==> config.mk <==
export PLATFORM = sky130hd
export DESIGN_NAME = sfs_emit
export DESIGN_NICKNAME = d
export VERILOG_FILES = /design/src/hdl/sfs_pkg.sv /design/src/hdl/sfs_emit.sv
export SDC_FILE = /design/constraint.sdc
export NUM_CORES = 1
export LEC_CHECK = 0
export ABC_AREA = 1
export BUFFER_PORTS_ARGS = -buffer_cell sky130_fd_sc_hd__buf_4
export CORE_ASPECT_RATIO = 0.9
export CORE_MARGIN = 3
export CORE_UTILIZATION = 37
export DETAILED_ROUTE_END_ITERATION = 16
export GPL_TIMING_DRIVEN = 0
export PLACE_DENSITY = 0.63
export SLEW_MARGIN = 30
export SYNTH_ARGS = -nofsm -noshare
export SYNTH_HDL_FRONTEND = slang
export SYNTH_SLANG_ARGS = --single-unit
==> constraint.sdc <==
create_clock -name clock -period 7.4 [get_ports clock]
set_clock_uncertainty 0.2 [all_clocks]
set_input_delay 0.37 -clock clock [delete_from_list [all_inputs] [get_ports clock]]
set_output_delay 0.37 -clock clock [all_outputs]
set_load 0.05 [all_outputs]
==> src/hdl/sfs_pkg.sv <==
`timescale 1ns / 1ps
`default_nettype none
// ----------------------------------------------------------------------------
// Sphere facet subdivider package
// Shared constants and types for the subdivider datapath.
// ----------------------------------------------------------------------------
package sfs_pkg;

   localparam int FRAC_BITS_DEF = 14;
   localparam int COORD_W       = 16;
   localparam int NUM_LANES     = 9;
   localparam int NUM_MIDS      = 3;
   localparam int SQ_W          = 32;

   localparam logic [1:0] TRI_FIRST  = 2'd0;
   localparam logic [1:0] TRI_SECOND = 2'd1;
   localparam logic [1:0] TRI_THIRD  = 2'd2;
   localparam logic [1:0] TRI_CENTRE = 2'd3;

   typedef struct packed {
      logic                 valid;
      logic [NUM_LANES-1:0] neg;
      logic [NUM_MIDS-1:0]  zero;
   } ctl_type;

endpackage
`default_nettype wire

==> src/hdl/sfs_emit.sv <==
`timescale 1ns / 1ps
`default_nettype none
// ----------------------------------------------------------------------------
// Subdivider output stage
// Holds one finished set of vertices and sends its four triangles in turn.
// ----------------------------------------------------------------------------
module sfs_emit #(
   parameter int FRAC = sfs_pkg::FRAC_BITS_DEF
) (
   input  wire  logic clock,
   input  wire  logic reset,
   input  wire  sfs_pkg::ctl_type ctl_in,
   input  wire  logic [sfs_pkg::NUM_LANES-1:0][sfs_pkg::COORD_W-1:0] corner_in,
   input  wire  logic [sfs_pkg::NUM_LANES-1:0][FRAC:0] q_in,
   output logic take,
   output logic rsp_tvalid,
   input  wire  logic rsp_tready,
   output logic [143:0] rsp_tdata, // first x,y,z; second x,y,z; third x,y,z
   output logic rsp_tlast
);
   logic [sfs_pkg::NUM_LANES-1:0][sfs_pkg::COORD_W-1:0] corner_ff, mid_ff, mid_in;
   logic        full_ff, full_in;
   logic [1:0]  cnt_ff, cnt_in;
   logic [47:0] va, vb, vc, vab, vbc, vca;

   for (genvar k = 0; k < sfs_pkg::NUM_LANES; k++) begin : g_res
      localparam int J = k / 3;
      logic [sfs_pkg::COORD_W-1:0] qt;
      always_comb begin
         qt = sfs_pkg::COORD_W'(q_in[k]);
         if (ctl_in.zero[J]) begin
            mid_in[k] = '0;
         end else if (ctl_in.neg[k]) begin
            mid_in[k] = sfs_pkg::COORD_W'(0) - qt;
         end else begin
            mid_in[k] = qt;
         end
      end
   end

   always_comb begin
      take    = ctl_in.valid && (!full_ff || (rsp_tready && cnt_ff == sfs_pkg::TRI_CENTRE));
      full_in = full_ff;
      cnt_in  = cnt_ff;
      if (full_ff && rsp_tready) begin
         cnt_in = cnt_ff + 2'd1;
         if (cnt_ff == sfs_pkg::TRI_CENTRE) begin
            full_in = 1'b0;
         end
      end
      if (take) begin
         full_in = 1'b1;
         cnt_in  = sfs_pkg::TRI_FIRST;
      end
   end

   always_ff @(posedge clock) begin
      if (reset) begin
         full_ff <= 1'b0;
         cnt_ff  <= sfs_pkg::TRI_FIRST;
      end else begin
         full_ff <= full_in;
         cnt_ff  <= cnt_in;
      end
   end

   always_ff @(posedge clock) begin
      if (take) begin
         corner_ff <= corner_in;
         mid_ff    <= mid_in;
      end
   end

   assign va  = {corner_ff[2], corner_ff[1], corner_ff[0]};
   assign vb  = {corner_ff[5], corner_ff[4], corner_ff[3]};
   assign vc  = {corner_ff[8], corner_ff[7], corner_ff[6]};
   assign vab = {mid_ff[2], mid_ff[1], mid_ff[0]};
   assign vbc = {mid_ff[5], mid_ff[4], mid_ff[3]};
   assign vca = {mid_ff[8], mid_ff[7], mid_ff[6]};

   always_comb begin
      case (cnt_ff)
         sfs_pkg::TRI_FIRST:  rsp_tdata = {vca, vab, va};
         sfs_pkg::TRI_SECOND: rsp_tdata = {vbc, vb, vab};
         sfs_pkg::TRI_THIRD:  rsp_tdata = {vca, vc, vbc};
         sfs_pkg::TRI_CENTRE: rsp_tdata = {vca, vbc, vab};
         default:             rsp_tdata = {vca, vbc, vab};
      endcase
   end

   assign rsp_tvalid = full_ff;
   assign rsp_tlast  = (cnt_ff == sfs_pkg::TRI_CENTRE);

   a_cnt_idle: assert property (@(posedge clock) disable iff (reset)
      !full_ff |-> cnt_ff == sfs_pkg::TRI_FIRST) else $error("count moved while empty");
   a_hold: assert property (@(posedge clock) disable iff (reset)
      full_ff && !rsp_tready |=> full_ff && $stable(cnt_ff)) else $error("lost a triangle");
   a_take: assert property (@(posedge clock) disable iff (reset)
      take |=> full_ff && cnt_ff == sfs_pkg::TRI_FIRST) else $error("bad reload");
endmodule
`default_nettype wire
==> summary.txt, run 1 <==
Clock network
  – Clock slew at reported path FFs: 0.06 ns
  – Clock Latency Late Sink: 0.53 ns
  – Sink Count: 291
  – H-tree depth: 2
  – CTS Buf Count: 35
  – Clock Path Buffers: 3
  – Clk root buf: clkbuf_16
  – CTS tree: done

Logic synthesis
  – Ranking of synthesized cells by area: edfxtp_1 55%, nand2_1 8.9%, nor2_1 8.1%, a21oi_1 7.0%, inv_1 4.0%
  – Yosys warnings: 0
  – Post-synth top area cell: edfxtp_1
  – Post-Syn Nets: 2,156
  – Seq/Total Area, Yosys: 55.2%
  – Mapped Area: 15,800 µm²
  – Post-synth top area share: 54.9%
  – Synthesized instance count: 1,848
  – Average size of a mapped cell: 8.53 µm²
  – Yosys cell types: 30
  – Register bit count reported by yosys: 291

GRT
  – Largest net degree at the start of global routing: 34
  – First-pass GRT wire length: 97.2 mm
  – Initial antenna violation count: 3
  – Total global routing overflow: 0
  – Vias in the first global route: 15,600
  – GRT Util Overall: 29.1%

Die
  – Cell Rows: 71
  – Initial Utilization: 37.6%
  – Die Y: 202 µm
  – Core area: 41,900 µm²
  – I/O pin count: 442
  – Die X: 224 µm
  – Die area: 45,100 µm²

Placement
  – Dpl hpwl: 52.9 mm
  – Setup WS pre-CTS: 4.44 ns
  – Final Wtd Congestion: 0.936
  – IO buf count: 434

Power and ir drop
  – Max VDD drop: 0.153 mV
  – Combinational Power Share: 22.7%
  – Cell Int Power: 3.40 mW
  – PD cells: 211 nW/µm²
  – Pwr Total: 4.89 mW
  – Switch Pwr: 1.49 mW
  – Part of the power in registers: 41.3%
  – Switch share: 30.5%
  – Clock power share: 36.0%
  – Leak: 9.83 nW

Drt
  – Starting DRT DRC Count: 1,494
  – DR vias: 16,300
  – Post-DRT Antenna Nets: 0
  – Via/cell ratio: 5.24
  – Detailed Route WL: 68.6 mm
  – DR pass1 iterations: 6
  – Routed len/inst: 22.0 µm
  – DRC errors left: 0

STA
  – Slew HR: 31.4%
  – Final hold violation count: 0
  – Period utilisation layout: 48.0%
  – Final min period: 3.55 ns
  – Fmax achieved: 282 MHz
  – Final worst setup slack: 3.85 ns
  – RSZ-0062 raised after global routing: false
  – Fin. max-slew vios: 0
  – Setup Viol. Count Final: 0
  – Worst-Margin Slew: 1.03 ns

Setup path
  – Setup Crit Path Kind: flop to primary output
  – Worst-path fanout max: 10
  – Critical path data arrival time: 2.98 ns
  – Register-to-Register Path Depth: 10
  – Crit start category: flop
  – WP data required: 6.83 ns
  – Critical path capture point type: primary output

Final layout
  – Share of cells above drive strength 1: 22.8%
  – Layout Nets: 2,844
  – Util after Layout: 55.2%
  – Filler instances: 3,803
  – Synthesis-to-finish area growth: 46.7%

Worst hold path
  – Worst hold path class: input pin to flop
  – Hold Crit Depth: 3

Job
  – Max-Cap Viols: 0

Outcome
  – Status: complete, no violations
[routing by layer]
layer | GRT usage, % | share of wire (%)
met5 | 0 | 0
met1 | 38.7 | 42
met2 | 48.0 | 46
met4 | 10.0 | 3.7
met3 | 5.56 | 8.3
[state kept, by name, indices dropped and copies added (netlist names)]
signal,cells
corner_ff,144
mid_ff,144
cnt_ff,2
rsp_tvalid,1
[cell families after synthesis]
family	Yosys count	share of synthesized area, %
xor+xnor	1	0.0556
simple gates	860	22.2
buf+inv	264	6.99
flops	291	55.2
fa+ha+maj	13	1.03
compound gates	419	14.5
[placed cells by master (no fill, tap or decap), drive strengths merged]
cell type and count:
diode 3, nor4 7, dfxtp 3, nand2 372
o22ai 12, xor2 1, a21oi 221, edfxtp 288
nor2 339, dlygate4sd3 207, clkinvlp 1, bufinv 4
or2 2, clkbuf 71, clkinv 17, nor3 3
inv 171, o211ai 12, buf 506, nand3 135
o21ai 119, ha 13, and2 2, a31oi 55
[metrics by stage]
stage	hold WS, ns	area (µm²)	setup TNS (ns)	std cells
2_1_floorplan	0.239	15800	0	1848
3_3_place_gp	0.285	19700	-152.44	2829
3_5_place_dp	0.308	19900	0	2839
4_1_cts	0.00138	23100	0	3108
5_1_grt	0.0153	23100	0	3110
6_report	0.00349	23100	0	3111
[power groups by stage]
stage / Sequential, mW / Combinational (mW) / Clock, mW
3_3_place_gp: 2.08 / 0.982 / 0
4_1_cts: 2.02 / 1.10 / 1.78
2_1_floorplan: 2.04 / 0.570 / 0
5_1_grt: 2.02 / 1.18 / 1.85
6_report: 2.02 / 1.11 / 1.76
3_5_place_dp: 2.05 / 1.01 / 0
[final timing paths]
kind	slack [ns]	start	to
worst min register to register	0.32	cnt_ff[1]	cnt_ff[1]
worst max register to register	4.53	cnt_ff[0]	corner_ff[108]
worst min-delay path	0.003	q_in[27]	mid_ff[31]
worst max-delay path	3.85	cnt_ff[0]	rsp_tdata[62]
[cells in the mapped netlist (all sizes together)]
library cell,number
nor2,339
ha,13
nand3,135
clkbuf,28
or2,2
o22ai,12
inv,171
and2,2
clkinv,3
a31oi,55
o21ai,119
dfxtp,3
buf,62
edfxtp,288
o211ai,12
xor2,1
nor3,3
nor4,7
a21oi,221
nand2,372
[worst max-delay path, stage by stage (launching register included)]
cell and delay [ns]:
dfxtp_1 0.39, inv_1 0.09, ha_1 0.20, buf_4 0.16, inv_2 0.11, clkbuf_1 0.70, nor2_1 0.13, a31oi_1 0.37
buf_4 0.28
[repair_timing]
action	4_1_cts	5_1_grt
hold buffers	207	0
buffers inserted	0	0
resized for setup	0	0
endpoints found under the setup margin	0	0
endpoints found under the hold margin	202	0
[area by class of cell]
| cell class | count | area [µm²] | area share [%] |
|---|---|---|---|
| clock buffer | 43 | 948 | 4.10 |
| tap | 547 | 684 | 2.96 |
| sequential | 291 | 8710 | 37.6 |
| buffer | 90 | 449 | 1.94 |
| antenna | 3 | 7.51 | 0.0324 |
| clock inverter | 19 | 195 | 0.844 |
| multi-input combinational | 1293 | 5950 | 25.7 |
| timing repair buffer | 651 | 5530 | 23.9 |
| inverter | 174 | 657 | 2.84 |
(Power assumes the default switching activity.)
==> run 2: changes to the inputs <==
Clock period 7.4 ns to 3.22 ns, I/O delays scaled along.
==> summary.txt, run 2 (synthesized netlist as in run 1, its figures left out) <==
Power and ir drop
  – Switch Pwr: 3.47 mW
  – Switch share: 30.4%
  – Part of the power in registers: 40.6%
  – PD cells: 455 nW/µm²
  – Clock power share: 35.0%
  – Leak: 10.8 nW
  – Cell Int Power: 7.95 mW
  – Max VDD drop: 0.466 mV
  – Combinational Power Share: 24.4%
  – Pwr Total: 11.4 mW

Placement
  – Setup WS pre-CTS: 0.207 ns
  – IO buf count: 434
  – Dpl hpwl: 53.5 mm
  – Final Wtd Congestion: 0.932

Die
  – Cell Rows: 71
  – Core area: 41,900 µm²
  – Die X: 224 µm
  – Die Y: 202 µm
  – Die area: 45,100 µm²
  – Initial Utilization: 37.6%
  – I/O pin count: 442

Clock network
  – Post-CTS Setup Bufs: 0
  – Clock Latency Late Sink: 0.54 ns
  – CTS Buf Count: 35
  – CTS tree: done
  – H-tree depth: 2
  – Clock Path Buffers: 3
  – Clk root buf: clkbuf_16
  – Sink Count: 291
  – Clock slew at reported path FFs: 0.06 ns

Final layout
  – Commonest non-fill, non-tap cells in the layout: 443 x buf_4, 389 x dlygate4sd3_1, 371 x nand2_1
  – Top flop regs: corner_ff x144, mid_ff x144, cnt_ff x2
  – Share of cells above drive strength 1: 21.7%
  – Synthesis-to-finish area growth: 59.1%
  – Commonest non-fill, non-tap cell in the layout: buf_4
  – Layout Nets: 3,029

Setup path
  – Worst-path fanout max: 10
  – Cell mode on critical path: buf_4
  – R2R setup slack: 0.31 ns
  – FF-to-FF Start: cnt_ff[0]
  – Crit start category: flop
  – CP cell instances: inv_1, ha_1, buf_4, buf_1, a21oi_1, a31oi_1, buf_4
  – Slowest stage delay, CP: 0.79 ns
  – Setup Crit Path Kind: flop to primary output
  – Critical path data arrival time: 2.89 ns
  – Slowest CP cell: buf_1
  – WP data required: 2.86 ns
  – Critical path capture point type: primary output
  – Register-to-Register Path Depth: 12
  – R2R Path End: corner_ff[57]

Outcome
  – Failing checks: negative setup slack
  – Status: finished with violations

GRT
  – Total global routing overflow: 0
  – First-pass GRT wire length: 104 mm
  – Met1 Track Usage GR: 39.9%
  – Vias in the first global route: 17,000
  – Initial antenna violation count: 6
  – Largest net degree at the start of global routing: 32
  – Most Crowded Layer GR: met2
  – GRT Util Overall: 30.9%
  – GR Layer Usage met2: 50.7%
  – Met3 GRT Util: 7.62%

STA
  – Fin. max-slew vios: 0
  – Fmax achieved: 308 MHz
  – Final min period: 3.25 ns
  – Final worst setup slack: -0.0294 ns
  – Worst-Margin Slew: 1.04 ns
  – Period utilisation layout: 101%
  – Slew HR: 30.5%
  – Final hold violation count: 0
  – Setup Viol. Count Final: 1
  – RSZ-0062 raised after global routing: true

Job
  – Max-Cap Viols: 0

Drt
  – Detailed Route WL: 72.1 mm
  – Starting DRT DRC Count: 1,768
  – Routed len/inst: 21.9 µm
  – DR vias: 17,300
  – Post-DRT Antenna Nets: 0
  – DR pass1 iterations: 9
  – DRC errors left: 0
  – Via/cell ratio: 5.24

Worst hold path
  – Hold Crit Depth: 4
  – Min-delay src: ctl_in[10]
  – Worst hold path class: input pin to flop
  – Worst Hold End: mid_ff[124]
==> run 2: power by group through the flow <==
stage	registers, mW	logic (mW)	clock network (mW)
final	4.64	2.78	4.00
after global routing	4.65	2.95	4.17
after CTS	4.64	2.75	4.03
after detailed placement	4.71	2.34	0
after global placement	4.78	2.26	0
after floorplan	4.68	1.31	0
==> run 2: critical path, delay by kind of cell, from the launching register on <==
kind                     cells  cell delay (ns)
buffers and inverters        4             1.32
AO/OA/AOI/OAI                2             0.50
flip-flops                   1             0.35
adder cells (fa/ha/maj)      1             0.16
==> run 2: what timing repair did <==
| action | CTS | global route |
|---|---|---|
| hold buffers | 389 | 0 |
| gates resized for setup | 5 | 7 |
| gates cloned | 0 | 1 |
| endpoints found under the hold margin | 291 | 0 |
| endpoints found under the setup margin | 6 | 4 |
==> run 2: how the worst max path moves through the flow <==
stage                     startpoint        endpoint  slack (ns)  cells past startpoint
after global placement     cnt_ff[0]  corner_ff[113]       -4.66                      6
after floorplan            cnt_ff[0]    corner_ff[0]       -2.84                      6
after detailed placement   cnt_ff[0]  corner_ff[113]        0.21                     12
after global routing       cnt_ff[1]   rsp_tdata[52]      -0.009                      7
final                      cnt_ff[0]   rsp_tdata[52]       -0.03                      7
after CTS                  cnt_ff[0]   rsp_tdata[52]        0.03                      7
==> run 2: area by class of cell <==
class / count / area [µm²]
clock inverters: 14 / 135
clock buffers: 47 / 983
flip-flops and latches: 291 / 8710
repair inverters: 1 / 5.00
well taps: 547 / 684
repair buffers: 835 / 7440
inverters: 174 / 657
fillers: 3542 / 16800
plain buffers: 90 / 465
multi-input cells: 1293 / 5990
diodes: 5 / 12.5
==> run 2: through the flow <==
stage / hold slack (ns) / TNS, ns / instance area [µm²] / utilization (%) / instances
finish: 0.00498 / -0.0294 / 25100 / 59.8 / 3297
global route: 0.0242 / -0.00904 / 25100 / 59.8 / 3296
CTS: 0.00168 / 0 / 25100 / 59.7 / 3291
detailed placement: 0.136 / 0 / 20000 / 47.8 / 2841
global placement: 0.140 / -1348.14 / 19700 / 47.1 / 2829
floorplan: 0.0301 / -823.85 / 15800 / - / 1848
==> run 2: layer usage <==
metal / routed length [µm] / vias to the layer above / share of wire [%]
met4: 2780 / 2 / 3.9
met3: 6870 / 147 / 9.5
met5: 13 / - / 0.018
met1: 29100 / 8132 / 40
li1: - / 8056 / -
met2: 33300 / 927 / 46
==> run 3: changes to the inputs <==
Settings changed: CORE_MARGIN 3 to not set, CORE_UTILIZATION 37 to 44, MAX_ROUTING_LAYER set to met4, PLACE_DENSITY 0.63 to 0.73.
==> summary.txt, run 3 (synthesized netlist as in run 1, its figures left out) <==
Die
  – Die area: 36,600 µm²
  – Die X: 202 µm
  – Core area: 35,100 µm²
  – Die Y: 182 µm
  – I/O pin count: 442
  – Cell Rows: 65
  – Initial Utilization: 44.9%

Power and ir drop
  – Leak: 10.7 nW
  – PD cells: 450 nW/µm²
  – Pwr Total: 11.2 mW
  – Max VDD drop: 0.334 mV

Setup path
  – FF-to-FF Start: cnt_ff[1]
  – WP data required: 2.86 ns
  – Register-to-Register Path Depth: 10
  – Critical path data arrival time: 2.81 ns
  – R2R Path End: mid_ff[102]
  – R2R setup slack: 0.74 ns
  – Critical path capture point type: primary output
  – Critical Path Source: cnt_ff[0]
  – Worst-path fanout max: 10
  – Setup Crit Path Kind: flop to primary output
  – Worst Setup EP: rsp_tdata[49]
  – Crit start category: flop

Final layout
  – Commonest non-fill, non-tap cells in the layout: 441 x buf_4, 385 x dlygate4sd3_1, 371 x nand2_1
  – Top flop regs: corner_ff x144, mid_ff x144, cnt_ff x2
  – Share of cells above drive strength 1: 21.7%
  – Commonest non-fill, non-tap cell in the layout: buf_4
  – Layout Nets: 3,023
  – Synthesis-to-finish area growth: 57.3%

Placement
  – IO buf count: 434
  – Setup WS pre-CTS: 0.479 ns
  – Dpl hpwl: 50.6 mm
  – Final Wtd Congestion: 0.982

Clock network
  – CTS tree: done
  – Sink Count: 291
  – Post-CTS Setup Bufs: 0
  – CTS Buf Count: 35
  – Clock Path Buffers: 3
  – H-tree depth: 2
  – Clock Latency Late Sink: 0.54 ns
  – Clk root buf: clkbuf_16
  – Clock slew at reported path FFs: 0.06 ns

GRT
  – Largest net degree at the start of global routing: 32
  – Total global routing overflow: 0
  – Vias in the first global route: 17,000
  – Initial antenna violation count: 7
  – First-pass GRT wire length: 102 mm
  – GRT Util Overall: 38.6%

STA
  – Final min period: 3.17 ns
  – Fmax achieved: 315 MHz
  – Slew HR: 33.7%
  – Period utilisation layout: 98.5%
  – RSZ-0062 raised after global routing: false
  – Worst-Margin Slew: 0.995 ns
  – Final hold violation count: 0
  – Fin. max-slew vios: 0
  – Final worst setup slack: 0.0477 ns
  – Setup Viol. Count Final: 0

Drt
  – Via/cell ratio: 5.50
  – Post-DRT Antenna Nets: 0
  – DR vias: 17,700
  – Starting DRT DRC Count: 2,067
  – Detailed Route WL: 70.6 mm
  – DRC errors left: 0
  – DR pass1 iterations: 5
  – Routed len/inst: 21.9 µm

Outcome
  – Status: complete, no violations

Job
  – Max-Cap Viols: 0

Worst hold path
  – Worst hold path class: input pin to flop
  – Min-delay src: ctl_in[8]
==> run 3: cell count changes in the layout (fill, tap and decap cells not counted), sizes merged <==
| cell | previous run | this run |
|---|---|---|
| clkbuf | 75 | 71 |
| dlygate4sd3 | 389 | 385 |
| buf | 508 | 505 |
| clkinvlp | 2 | 5 |
| bufinv | 3 | 1 |
| clkinv | 14 | 16 |
| diode | 5 | 7 |
| inv | 170 | 172 |
==> run 3: critical path: stages (launching register included) <==
cell	delay, ns
dfxtp_2	0.36
inv_1	0.09
ha_1	0.29
clkbuf_1	0.70
nand2_1	0.21
a31oi_1	0.35
buf_4	0.26
==> run 3: metrics by stage <==
stage	util [%]	hold WS [ns]	instances	setup TNS, ns	cell area [µm²]
CTS	70.5	0.00195	3208	0	24800
detailed placement	56.6	0.140	2762	0	19900
floorplan	-	0.0301	1848	-823.85	15800
finish	70.6	0.00895	3215	0	24800
global placement	55.9	0.140	2751	-1330.26	19600
global route	70.6	0.0647	3215	0	24800
==> run 3: report_power, final <==
group	total [mW]	internal, mW	switching (mW)
Combinational	2.77	1.07	1.70
Sequential	4.64	4.49	0.152
Clock	3.75	2.08	1.67
Total	11.2	7.64	3.52
==> run 3: worst min path at each step <==
stage                                to  cells after the start
after global placement    corner_ff[26]                      1
after detailed placement  corner_ff[57]                      1
after CTS                    mid_ff[86]                      6
after floorplan              rsp_tvalid                      1
final                        mid_ff[86]                      6
after global routing        mid_ff[141]                      4
==> run 3: layout make-up <==
cell class | instances | area [µm²]
multi-input combinational | 1293 | 5980
fill | 2701 | 10300
sequential | 291 | 8710
inverter | 174 | 657
tap | 469 | 587
antenna | 7 | 17.5
clock buffer | 41 | 898
clock inverter | 20 | 134
buffer | 90 | 464
timing repair buffer | 830 | 7350
==> run 3: what timing repair did <==
| action | CTS | global route |
|---|---|---|
| hold buffers | 385 | 0 |
| endpoints found under the hold margin | 293 | 0 |
| gates resized for setup | 2 | 6 |
| setup endpoints to repair | 5 | 13 |
==> run 3: routing by layer <==
| layer | up-vias | track usage, % | share of wire (%) |
|---|---|---|---|
| met4 | 0 | 15.9 | 4.2 |
| met5 | - | - | 0 |
| met3 | 179 | 8.06 | 11 |
| met1 | 8269 | 47.5 | 38 |
| met2 | 1201 | 62.1 | 47 |
| li1 | 8039 | - | - |
